`src/design/rfbcs_pkg.sv`:
```
`default_nettype none

package rfbcs_pkg;

    localparam int NUM_BINS  = 64;
    localparam int MAX_ROWS  = 65536;
    localparam int OFS_DEPTH = NUM_BINS + 1;

    localparam int CMD_W   = 2;
    localparam int FLOPS_W = 40;
    localparam int ACNT_W  = 16;
    localparam int BIDX_W  = 7;
    localparam int BIN_W   = 6;
    localparam int DEST_W  = 16;
    localparam int CNT_W   = 17;
    localparam int LEN_W   = 6;

    localparam logic [BIN_W-1:0]  LONG_BIN   = 6'd63;
    localparam logic [BIN_W-1:0]  OVF_BIN    = 6'd32;
    localparam logic [ACNT_W-1:0] LONG_RESET = 16'd128;
    localparam logic [CNT_W-1:0]  MAX_CNT    = CNT_W'(MAX_ROWS);
    localparam logic [DEST_W-1:0] DEST_MAX   = DEST_W'(MAX_ROWS - 1);

    typedef enum logic [CMD_W-1:0] {
        CMD_COUNT = 2'd0,
        CMD_PLACE = 2'd1,
        CMD_READ  = 2'd2,
        CMD_CLEAR = 2'd3
    } t_cmd;

    typedef struct packed {
        t_cmd                cmd;
        logic [FLOPS_W-1:0]  row_flops;
        logic [ACNT_W-1:0]   a_count;
        logic [BIDX_W-1:0]   bin_index;
    } t_in_item;

    typedef struct packed {
        logic [BIN_W-1:0]    bin;
        logic                placed;
        logic [DEST_W-1:0]   dest_index;
        logic [CNT_W-1:0]    offset;
        logic                overflow;
    } t_out_item;

    // Classification of one row, handed from the classifier to the sequencer.
    typedef struct packed {
        logic [BIN_W-1:0] bin;
        logic             skip;
        logic             ovf;
    } t_cls;

    function automatic logic [CNT_W-1:0] sat_add(input logic [CNT_W-1:0] a,
                                                 input logic [CNT_W-1:0] b);
        logic [CNT_W:0] s;
        s = {1'b0, a} + {1'b0, b};
        return (s > {1'b0, MAX_CNT}) ? MAX_CNT : s[CNT_W-1:0];
    endfunction

endpackage

`default_nettype wire

```
`src/design/rfbcs_ram.sv`:
```
`default_nettype none

module rfbcs_ram #(
    parameter int WIDTH = 17,
    parameter int DEPTH = 64,
    localparam int AW   = $clog2(DEPTH)
) (
    input  logic             i_clk,
    input  logic             i_we,
    input  logic [AW-1:0]    i_waddr,
    input  logic [WIDTH-1:0] i_wdata,
    input  logic             i_re,
    input  logic [AW-1:0]    i_raddr,
    output logic [WIDTH-1:0] o_rdata
);

    logic [WIDTH-1:0] r_mem [DEPTH];
    logic [WIDTH-1:0] r_rdata;

    always_ff @(posedge i_clk) begin
        if (i_we) begin
            r_mem[i_waddr] <= i_wdata;
        end
        if (i_re) begin
            r_rdata <= r_mem[i_raddr];
        end
    end

    assign o_rdata = r_rdata;

endmodule

`default_nettype wire

```
`src/design/rfbcs_classify.sv`:
```
`default_nettype none

module rfbcs_classify (
    input  logic                           i_clk,
    input  logic                           i_en,
    input  logic [rfbcs_pkg::FLOPS_W-1:0]  i_row_flops,
    input  logic [rfbcs_pkg::ACNT_W-1:0]   i_a_count,
    input  logic [rfbcs_pkg::ACNT_W-1:0]   i_long_row_count,
    output rfbcs_pkg::t_cls                o_cls
);

    import rfbcs_pkg::*;

    logic [FLOPS_W-1:0] flops_m1;
    logic [LEN_W-1:0]   len;
    t_cls               n_cls;
    t_cls               r_cls;

    // The bit length of flops - 1 is ceil(log2 flops); a flop count of one
    // gives length zero and so lands in bin 1 with no special case.
    always_comb begin
        flops_m1 = i_row_flops - FLOPS_W'(1);
        len      = '0;
        for (int k = 0; k < FLOPS_W; k++) begin
            if (flops_m1[k]) begin
                len = LEN_W'(k + 1);
            end
        end
    end

    always_comb begin
        n_cls = '0;
        priority if (i_row_flops == '0) begin
            n_cls.skip = 1'b1;
        end else if (i_a_count >= i_long_row_count) begin
            n_cls.bin = LONG_BIN;
        end else if (i_a_count <= ACNT_W'(1)) begin
            n_cls.bin = '0;
        end else begin
            n_cls.bin = BIN_W'(len + LEN_W'(1));
        end
        n_cls.ovf = !n_cls.skip && (n_cls.bin >= OVF_BIN) && (n_cls.bin != LONG_BIN);
    end

    always_ff @(posedge i_clk) begin
        if (i_en) begin
            r_cls <= n_cls;
        end
    end

    assign o_cls = r_cls;

endmodule

`default_nettype wire

```
`src/design/row_flop_bin_counting_sort.sv`:
```
// Row binning for sparse matrix multiply as a two-pass counting sort.
// Input channel: i_valid / o_stall with one command per transfer on i_data.
// Output channel: o_valid / i_stall with exactly one result per command.
// Count (cmd 0) bumps the count of the row's bin; place (cmd 1) returns the
// row's stable destination index; read (cmd 2) returns a bin's start offset;
// clear (cmd 3) empties every bin. The user writes long_row_count through
// i_cfg_we / i_cfg_wdata while the block is idle; the block itself does not
// enforce this. One command is in flight at a time. Skipped, overflowing and
// clear commands go from dispatch straight to the done state; the others
// first pass the update state. The first place or read after a count or
// clear first sweeps the 64 bins to build the prefix offsets, one bin per
// cycle through the count memory. A new transfer is taken once the result
// has moved to the output register. A finished result waits in the output
// register while i_stall is high; the block still accepts the next command
// meanwhile. Reset empties all bins, marks the offsets stale and sets
// long_row_count to 128.
`default_nettype none

module row_flop_bin_counting_sort (
    input  logic                            i_clk,
    input  logic                            i_rst_n,
    input  logic                            i_valid,
    output logic                            o_stall,
    input  rfbcs_pkg::t_in_item             i_data,
    output logic                            o_valid,
    input  logic                            i_stall,
    output rfbcs_pkg::t_out_item            o_data,
    input  logic                            i_cfg_we,
    input  logic [rfbcs_pkg::ACNT_W-1:0]    i_cfg_wdata
);

    import rfbcs_pkg::*;

    localparam int WAW = $clog2(NUM_BINS);
    localparam int OAW = $clog2(OFS_DEPTH);

    typedef enum logic [2:0] {
        S_IDLE,
        S_DISPATCH,
        S_BUILD,
        S_UPD,
        S_DONE
    } t_state;

    t_state                r_state, n_state;
    t_cmd                  r_cmd, n_cmd;
    logic [BIDX_W-1:0]     r_bidx, n_bidx;
    logic [ACNT_W-1:0]     r_cfg, n_cfg;
    logic                  r_ready, n_ready;
    logic [NUM_BINS-1:0]   r_vld, n_vld;
    logic [OAW-1:0]        r_idx, n_idx;
    logic [CNT_W-1:0]      r_acc, n_acc;
    logic [WAW-1:0]        r_wq, n_wq;
    t_out_item             r_res, n_res;
    logic                  r_out_valid, n_out_valid;
    t_out_item             r_out, n_out;

    t_cls                  cls;
    logic                  accept;

    // Word memory holds {count, fill} per bin; offset memory holds 65 offsets.
    logic                  w_we, w_re;
    logic [WAW-1:0]        w_waddr, w_raddr;
    logic [2*CNT_W-1:0]    w_wdata, w_rdata;
    logic                  f_we, f_re;
    logic [OAW-1:0]        f_waddr, f_raddr;
    logic [CNT_W-1:0]      f_wdata, f_rdata;

    logic [CNT_W-1:0]      rd_cnt, rd_fill, sum;
    logic [CNT_W:0]        d_sum;

    assign accept = (r_state == S_IDLE) && i_valid;

    rfbcs_classify u_classify (
        .i_clk            (i_clk),
        .i_en             (accept),
        .i_row_flops      (i_data.row_flops),
        .i_a_count        (i_data.a_count),
        .i_long_row_count (r_cfg),
        .o_cls            (cls)
    );

    rfbcs_ram #(
        .WIDTH (2 * CNT_W),
        .DEPTH (NUM_BINS)
    ) u_word_ram (
        .i_clk   (i_clk),
        .i_we    (w_we),
        .i_waddr (w_waddr),
        .i_wdata (w_wdata),
        .i_re    (w_re),
        .i_raddr (w_raddr),
        .o_rdata (w_rdata)
    );

    rfbcs_ram #(
        .WIDTH (CNT_W),
        .DEPTH (OFS_DEPTH)
    ) u_ofs_ram (
        .i_clk   (i_clk),
        .i_we    (f_we),
        .i_waddr (f_waddr),
        .i_wdata (f_wdata),
        .i_re    (f_re),
        .i_raddr (f_raddr),
        .o_rdata (f_rdata)
    );

    // A bin whose valid bit is clear has been emptied and reads as zero.
    assign rd_cnt  = r_vld[r_wq] ? w_rdata[2*CNT_W-1:CNT_W] : '0;
    assign rd_fill = r_vld[r_wq] ? w_rdata[CNT_W-1:0] : '0;
    assign sum     = sat_add(r_acc, rd_cnt);
    assign d_sum   = {1'b0, f_rdata} + {1'b0, rd_fill};

    // Only one command is in flight, and each bin that is read is written back
    // before it is read again, so no forwarding is needed.
    always_comb begin
        n_state     = r_state;
        n_cmd       = r_cmd;
        n_bidx      = r_bidx;
        n_cfg       = i_cfg_we ? i_cfg_wdata : r_cfg;
        n_ready     = r_ready;
        n_vld       = r_vld;
        n_idx       = r_idx;
        n_acc       = r_acc;
        n_wq        = r_wq;
        n_res       = r_res;
        n_out_valid = r_out_valid && i_stall;
        n_out       = r_out;

        w_we    = 1'b0;
        w_waddr = r_wq;
        w_wdata = '0;
        w_re    = 1'b0;
        w_raddr = cls.bin;
        f_we    = 1'b0;
        f_waddr = r_idx;
        f_wdata = '0;
        f_re    = 1'b0;
        f_raddr = {1'b0, cls.bin};

        unique case (r_state)
            S_IDLE: begin
                if (i_valid) begin
                    n_cmd   = i_data.cmd;
                    n_bidx  = (i_data.bin_index > BIDX_W'(NUM_BINS)) ?
                              BIDX_W'(NUM_BINS) : i_data.bin_index;
                    n_state = S_DISPATCH;
                end
            end
            S_DISPATCH: begin
                n_res = '0;
                unique case (r_cmd)
                    CMD_CLEAR: begin
                        n_vld   = '0;
                        n_ready = 1'b0;
                        n_state = S_DONE;
                    end
                    CMD_COUNT, CMD_PLACE: begin
                        n_res.bin      = cls.bin;
                        n_res.overflow = cls.ovf;
                        priority if (cls.skip || cls.ovf) begin
                            n_state = S_DONE;
                        end else if (r_cmd == CMD_PLACE && !r_ready) begin
                            n_idx   = '0;
                            n_state = S_BUILD;
                        end else begin
                            w_re    = 1'b1;
                            f_re    = 1'b1;
                            n_wq    = cls.bin;
                            n_state = S_UPD;
                        end
                    end
                    CMD_READ: begin
                        if (!r_ready) begin
                            n_idx   = '0;
                            n_state = S_BUILD;
                        end else begin
                            f_re    = 1'b1;
                            f_raddr = r_bidx;
                            n_state = S_UPD;
                        end
                    end
                    default: begin
                        n_state = S_DONE;
                    end
                endcase
            end
            S_BUILD: begin
                // Read bin idx while the bin read last cycle is summed and
                // written back with its fill cleared.
                if (r_idx < OAW'(NUM_BINS)) begin
                    w_re    = 1'b1;
                    w_raddr = r_idx[WAW-1:0];
                    n_wq    = r_idx[WAW-1:0];
                end
                f_we = 1'b1;
                if (r_idx == '0) begin
                    f_wdata = '0;
                    n_acc   = '0;
                end else begin
                    f_wdata     = sum;
                    n_acc       = sum;
                    w_we        = 1'b1;
                    w_wdata     = {rd_cnt, {CNT_W{1'b0}}};
                    n_vld[r_wq] = 1'b1;
                end
                if (r_idx == OAW'(NUM_BINS)) begin
                    n_ready = 1'b1;
                    n_state = S_DISPATCH;
                end else begin
                    n_idx = r_idx + OAW'(1);
                end
            end
            S_UPD: begin
                unique case (r_cmd)
                    CMD_COUNT: begin
                        w_we         = 1'b1;
                        w_wdata      = {sat_add(rd_cnt, CNT_W'(1)), rd_fill};
                        n_vld[r_wq]  = 1'b1;
                        n_ready      = 1'b0;
                        n_res.placed = 1'b1;
                    end
                    CMD_PLACE: begin
                        w_we         = 1'b1;
                        w_wdata      = {rd_cnt, sat_add(rd_fill, CNT_W'(1))};
                        n_vld[r_wq]  = 1'b1;
                        n_res.placed = 1'b1;
                        n_res.dest_index = (d_sum > {2'b00, DEST_MAX}) ?
                                           DEST_MAX : d_sum[DEST_W-1:0];
                    end
                    CMD_READ: begin
                        n_res.offset = f_rdata;
                    end
                    default: begin
                        n_res = r_res;
                    end
                endcase
                n_state = S_DONE;
            end
            S_DONE: begin
                if (!r_out_valid || !i_stall) begin
                    n_out       = r_res;
                    n_out_valid = 1'b1;
                    n_state     = S_IDLE;
                end
            end
            default: begin
                n_state = S_IDLE;
            end
        endcase
    end

    always_ff @(posedge i_clk) begin
        if (!i_rst_n) begin
            r_state     <= S_IDLE;
            r_cfg       <= LONG_RESET;
            r_ready     <= 1'b0;
            r_vld       <= '0;
            r_out_valid <= 1'b0;
        end else begin
            r_state     <= n_state;
            r_cfg       <= n_cfg;
            r_ready     <= n_ready;
            r_vld       <= n_vld;
            r_out_valid <= n_out_valid;
        end
        r_cmd  <= n_cmd;
        r_bidx <= n_bidx;
        r_idx  <= n_idx;
        r_acc  <= n_acc;
        r_wq   <= n_wq;
        r_res  <= n_res;
        r_out  <= n_out;
    end

    assign o_stall = (r_state != S_IDLE);
    assign o_valid = r_out_valid;
    assign o_data  = r_out;

endmodule

`default_nettype wire

```
`config.mk`:
```
export PLATFORM = sky130hd
export DESIGN_NAME = row_flop_bin_counting_sort
export DESIGN_NICKNAME = d
export VERILOG_FILES = /design/src/design/rfbcs_pkg.sv /design/src/design/rfbcs_ram.sv /design/src/design/rfbcs_classify.sv /design/src/design/row_flop_bin_counting_sort.sv
export SDC_FILE = /design/constraint.sdc
export NUM_CORES = 2
export LEC_CHECK = 0
export BUFFER_PORTS_ARGS = -buffer_cell sky130_fd_sc_hd__buf_2
export CAP_MARGIN = 20
export CELL_PAD_IN_SITES_DETAIL_PLACEMENT = 1
export CELL_PAD_IN_SITES_GLOBAL_PLACEMENT = 1
export CORE_MARGIN = 2
export CORE_UTILIZATION = 50
export DETAILED_ROUTE_END_ITERATION = 8
export GPL_ROUTABILITY_DRIVEN = 0
export PLACE_DENSITY = 0.78
export SLEW_MARGIN = 20
export SYNTH_ARGS = -nofsm -noshare
export SYNTH_HDL_FRONTEND = slang
export SYNTH_HIERARCHICAL = 1
export SYNTH_SLANG_ARGS = --single-unit
```
`constraint.sdc`:
```
create_clock -name i_clk -period 8.3 [get_ports i_clk]
set_input_delay 1.66 -clock i_clk [delete_from_list [all_inputs] [get_ports i_clk]]
set_output_delay 1.66 -clock i_clk [all_outputs]
set_load 0.05 [all_outputs]
```
==> impl_metrics.json <==
{
  "status": "finished, final reports clean",
  "synth_fp_nets": 7679,
  "max_freq_ghz": 0.137,
  "grt_overflow": 0,
  "synth_edf_count": 3461,
  "period_needed_ns": 7.32,
  "worst_pin_slew_ns": 1.27,
  "core.rowCount": 195,
  "power_density_nw_per_um2": 239,
  "root_buffer": "clkbuf_16",
  "totalWireLength_um": 472000,
  "antenna_found_initial": 55,
  "first_global_vias": 85600,
  "finalHoldViolCount": 0,
  "die_x_um": 537,
  "cap_violations": 0,
  "cts_tree": "yes",
  "synth-simple-area-share_pct": 4.68,
  "fin_setup_tns_ns": 0,
  "netlist_area_um2": 142000,
  "clockBufferDepth": 4,
  "finalSetupViolCount": 0,
  "power_mw": 38.5,
  "ioPinCount": 129,
  "hold_class": "reg -> reg",
  "cts.sinks": 3546,
  "period_share_pct": 88.2,
  "grt_use_total_pct": 32.5,
  "cts_resized": 0,
  "insertion_delay_ns": 0.94,
  "io_buffers": 128,
  "startpoint_type": "register",
  "final_nets": 8051,
  "vias_per_cell": 6.97,
  "synth_compound_area_share_pct": 4.60,
  "ant_nets": 0,
  "ys_seq_area_share_pct": 74.3,
  "async_flop_share_pct": 0,
  "yosys.area_share.adder_pct": 0.548,
  "required_ns": 8.90,
  "worst-path-max-fanout": 65,
  "dr_total_vias": 83300,
  "worstSetupPathType": "reg -> reg",
  "dieArea_um2": 289000,
  "synth_xor_area_share_pct": 0.308,
  "drtIter0Drc": 13000,
  "firstDrtPassIters": 6,
  "cts_buffers": 348,
  "synth_ff_type": "edfxtp_1",
  "start_util_pct": 50.3,
  "grt_max_degree": 117,
  "synth.area.mux_share_pct": 13.8,
  "arrival_ns": 7.92,
  "ys_ff_latch": 3546,
  "p_leak_nw": 54.2,
  "syn_inst": 7532,
  "syn_area_per_cell_um2": 18.9,
  "finish.instance_area_um2": 161000,
  "coreArea_um2": 283000,
  "drive_gt1_share_pct": 23.6,
  "fill_cells": 24600,
  "drc": 0,
  "rsz0062_at_grt": "no",
  "cts_setup_buffers": 0,
  "syn_to_final_growth_pct": 13.1,
  "synth_top_family_by_area": "multiplexers",
  "dp_hpwl_um": 271000,
  "slew_violations": 0,
  "cp-end-kind": "register",
  "synth_warnings": 6,
  "post_dp_cell_area_um2": 149000,
  "die_y_um": 537,
  "relSlewSlack_pct": 14.4,
  "wl_per_cell_um": 39.5,
  "postCtsHoldBufs": 0,
  "skew_ns": 0.0626,
  "cts-htree-levels": 5,
  "clkSlewWorstSetupHoldPaths_ns": 0.06,
  "grt_pass1_wl_um": 656000,
  "ir_drop_mv": 0.227,
  "yosys.cell_types.count": 98
}
-- kinds of logic (layout without fill, tap and decap cells) --
kind of cell             count (synthesis)  after routing
AO/OA/AOI/OAI                          944            944
XOR/XNOR                                50             50
adder cells (fa/ha/maj)                 61             61
buffers and inverters                  507           1154
flip-flops                            3546           3546
multiplexers                          1128           1128
other                                    0             36
AND/OR/NAND/NOR                       1296           1296
-- report_power, final --
group,total [mW],internal (mW),switching (mW)
logic,2.77,0.925,1.84
clock network,16.0,9.11,6.93
registers,19.7,19.6,0.0942
total,38.5,29.6,8.87
-- area by class of cell --
cell class	instances	area (µm²)	share of cell area (%)
clock inverters	196	2010	1.25
diodes	36	90.1	0.0560
flip-flops and latches	3546	106000	65.7
clock buffers	429	9270	5.77
repair buffers	473	3600	2.24
inverters	56	210	0.131
well taps	3743	4680	2.91
multi-input cells	3479	35300	22.0
-- routing by layer --
metal / global-route usage, % / routed length (µm) / vias up
li1: - / - / 31700
met2: 51.2 / 223000 / 6637
met1: 40.0 / 159000 / 43300
met4: 21.5 / 35200 / 32
met5: 0 / 230 / -
met3: 8.07 / 55000 / 1594
-- critical path, stage by stage (launching register included) --
cell and delay [ns]:
edfxtp_1 1.00, buf_4 0.33, mux4_2 0.50, nand3_1 0.11
nand2_1 0.05, nand4b_1 0.32, or2_1 0.31, buf_4 0.24
and2_1 0.25, ha_1 0.25, fa_1 0.47, a211oi_1 0.35
o21ai_0 0.31, a311oi_1 0.40, xor2_1 0.35, nand2_1 0.10
nor4_1 0.35, a41oi_2 0.17, buf_4 0.31, nor3_2 0.19
buf_4 0.57
-- metrics by stage --
stage               setup WS, ns  hold slack, ns  instances  util [%]
floorplan                  0.338           0.400       7532         -
global placement            1.30           0.407      11300      52.8
detailed placement          1.09           0.409      11300      52.8
CTS                         1.07           0.428      11900      56.8
global route               0.724           0.433      11900      56.9
finish                     0.982           0.426      12000      56.9
-- cells in the mapped netlist, types with 29 or more instances --
cell type | number | share of area [%]
nor2b_1 | 143 | 0.63
edfxtp_1 | 3461 | 73
ha_1 | 59 | 0.52
mux2i_1 | 377 | 2.7
buf_2 | 126 | 0.44
a21oi_1 | 179 | 0.63
clkbuf_1 | 225 | 0.59
nor2_1 | 330 | 0.87
o221ai_1 | 72 | 0.44
nand2_1 | 241 | 0.64
buf_6 | 32 | 0.25
nor3_1 | 79 | 0.28
inv_1 | 55 | 0.15
mux2_2 | 97 | 0.77
o21ai_0 | 85 | 0.30
nand3_1 | 130 | 0.46
and2_1 | 61 | 0.27
mux4_2 | 654 | 10
o211ai_1 | 32 | 0.17
buf_1 | 30 | 0.079
a22oi_1 | 62 | 0.33
a31oi_1 | 67 | 0.29
dfxtp_1 | 85 | 1.2
a211oi_1 | 132 | 0.70
o22ai_1 | 111 | 0.49
nor4_1 | 45 | 0.20
or3_1 | 29 | 0.13
xor2_1 | 30 | 0.18
nand4_1 | 76 | 0.33
nand2b_1 | 34 | 0.15
-- path summary, 6_finish.rpt --
| kind | cells past startpoint | endpoint | slack (ns) | start |
|---|---|---|---|---|
| worst max-delay path | 20 | u_ofs_ram/r_mem[50][4] | 0.98 | r_wq[0] |
| worst min-delay path | 0 | o_data[6] | 0.43 | r_res[6] |
| worst max register to register | 20 | u_ofs_ram/r_mem[50][4] | 0.98 | r_wq[0] |
| worst min register to register | 0 | o_data[6] | 0.43 | r_res[6] |
-- placed cells by master (no fill, tap or decap), types with 72 or more instances in the layout --
| cell type | netlist | layout |
|---|---|---|
| dfxtp_1 | 85 | 85 |
| edfxtp_1 | 3461 | 3461 |
| nand4_1 | 76 | 76 |
| mux4_2 | 654 | 654 |
| nor2b_1 | 143 | 138 |
| o221ai_1 | 72 | 72 |
| o21ai_0 | 85 | 81 |
| mux2_2 | 97 | 90 |
| nor2_1 | 330 | 251 |
| clkbuf_16 | 0 | 357 |
| o22ai_1 | 111 | 110 |
| a211oi_1 | 132 | 129 |
| nand3_1 | 130 | 128 |
| buf_4 | 27 | 319 |
| mux2i_1 | 377 | 376 |
| buf_2 | 126 | 128 |
| a21oi_1 | 179 | 176 |
| nand2_1 | 241 | 237 |
-- flip-flops by register name (all words and copies together) (netlist names) --
register,cells
f_waddr,7
o_data,41
o_valid,1
r_acc,17
r_bidx,7
r_cfg,16
r_cmd,2
r_ready,1
r_res,41
r_state,3
r_vld,64
r_wq,6
u_classify/o_cls,8
u_ofs_ram/o_rdata,17
u_ofs_ram/r_mem,1105
u_word_ram/o_rdata,34
u_word_ram/r_mem,2176
Power figures use the tool's default switching activity.
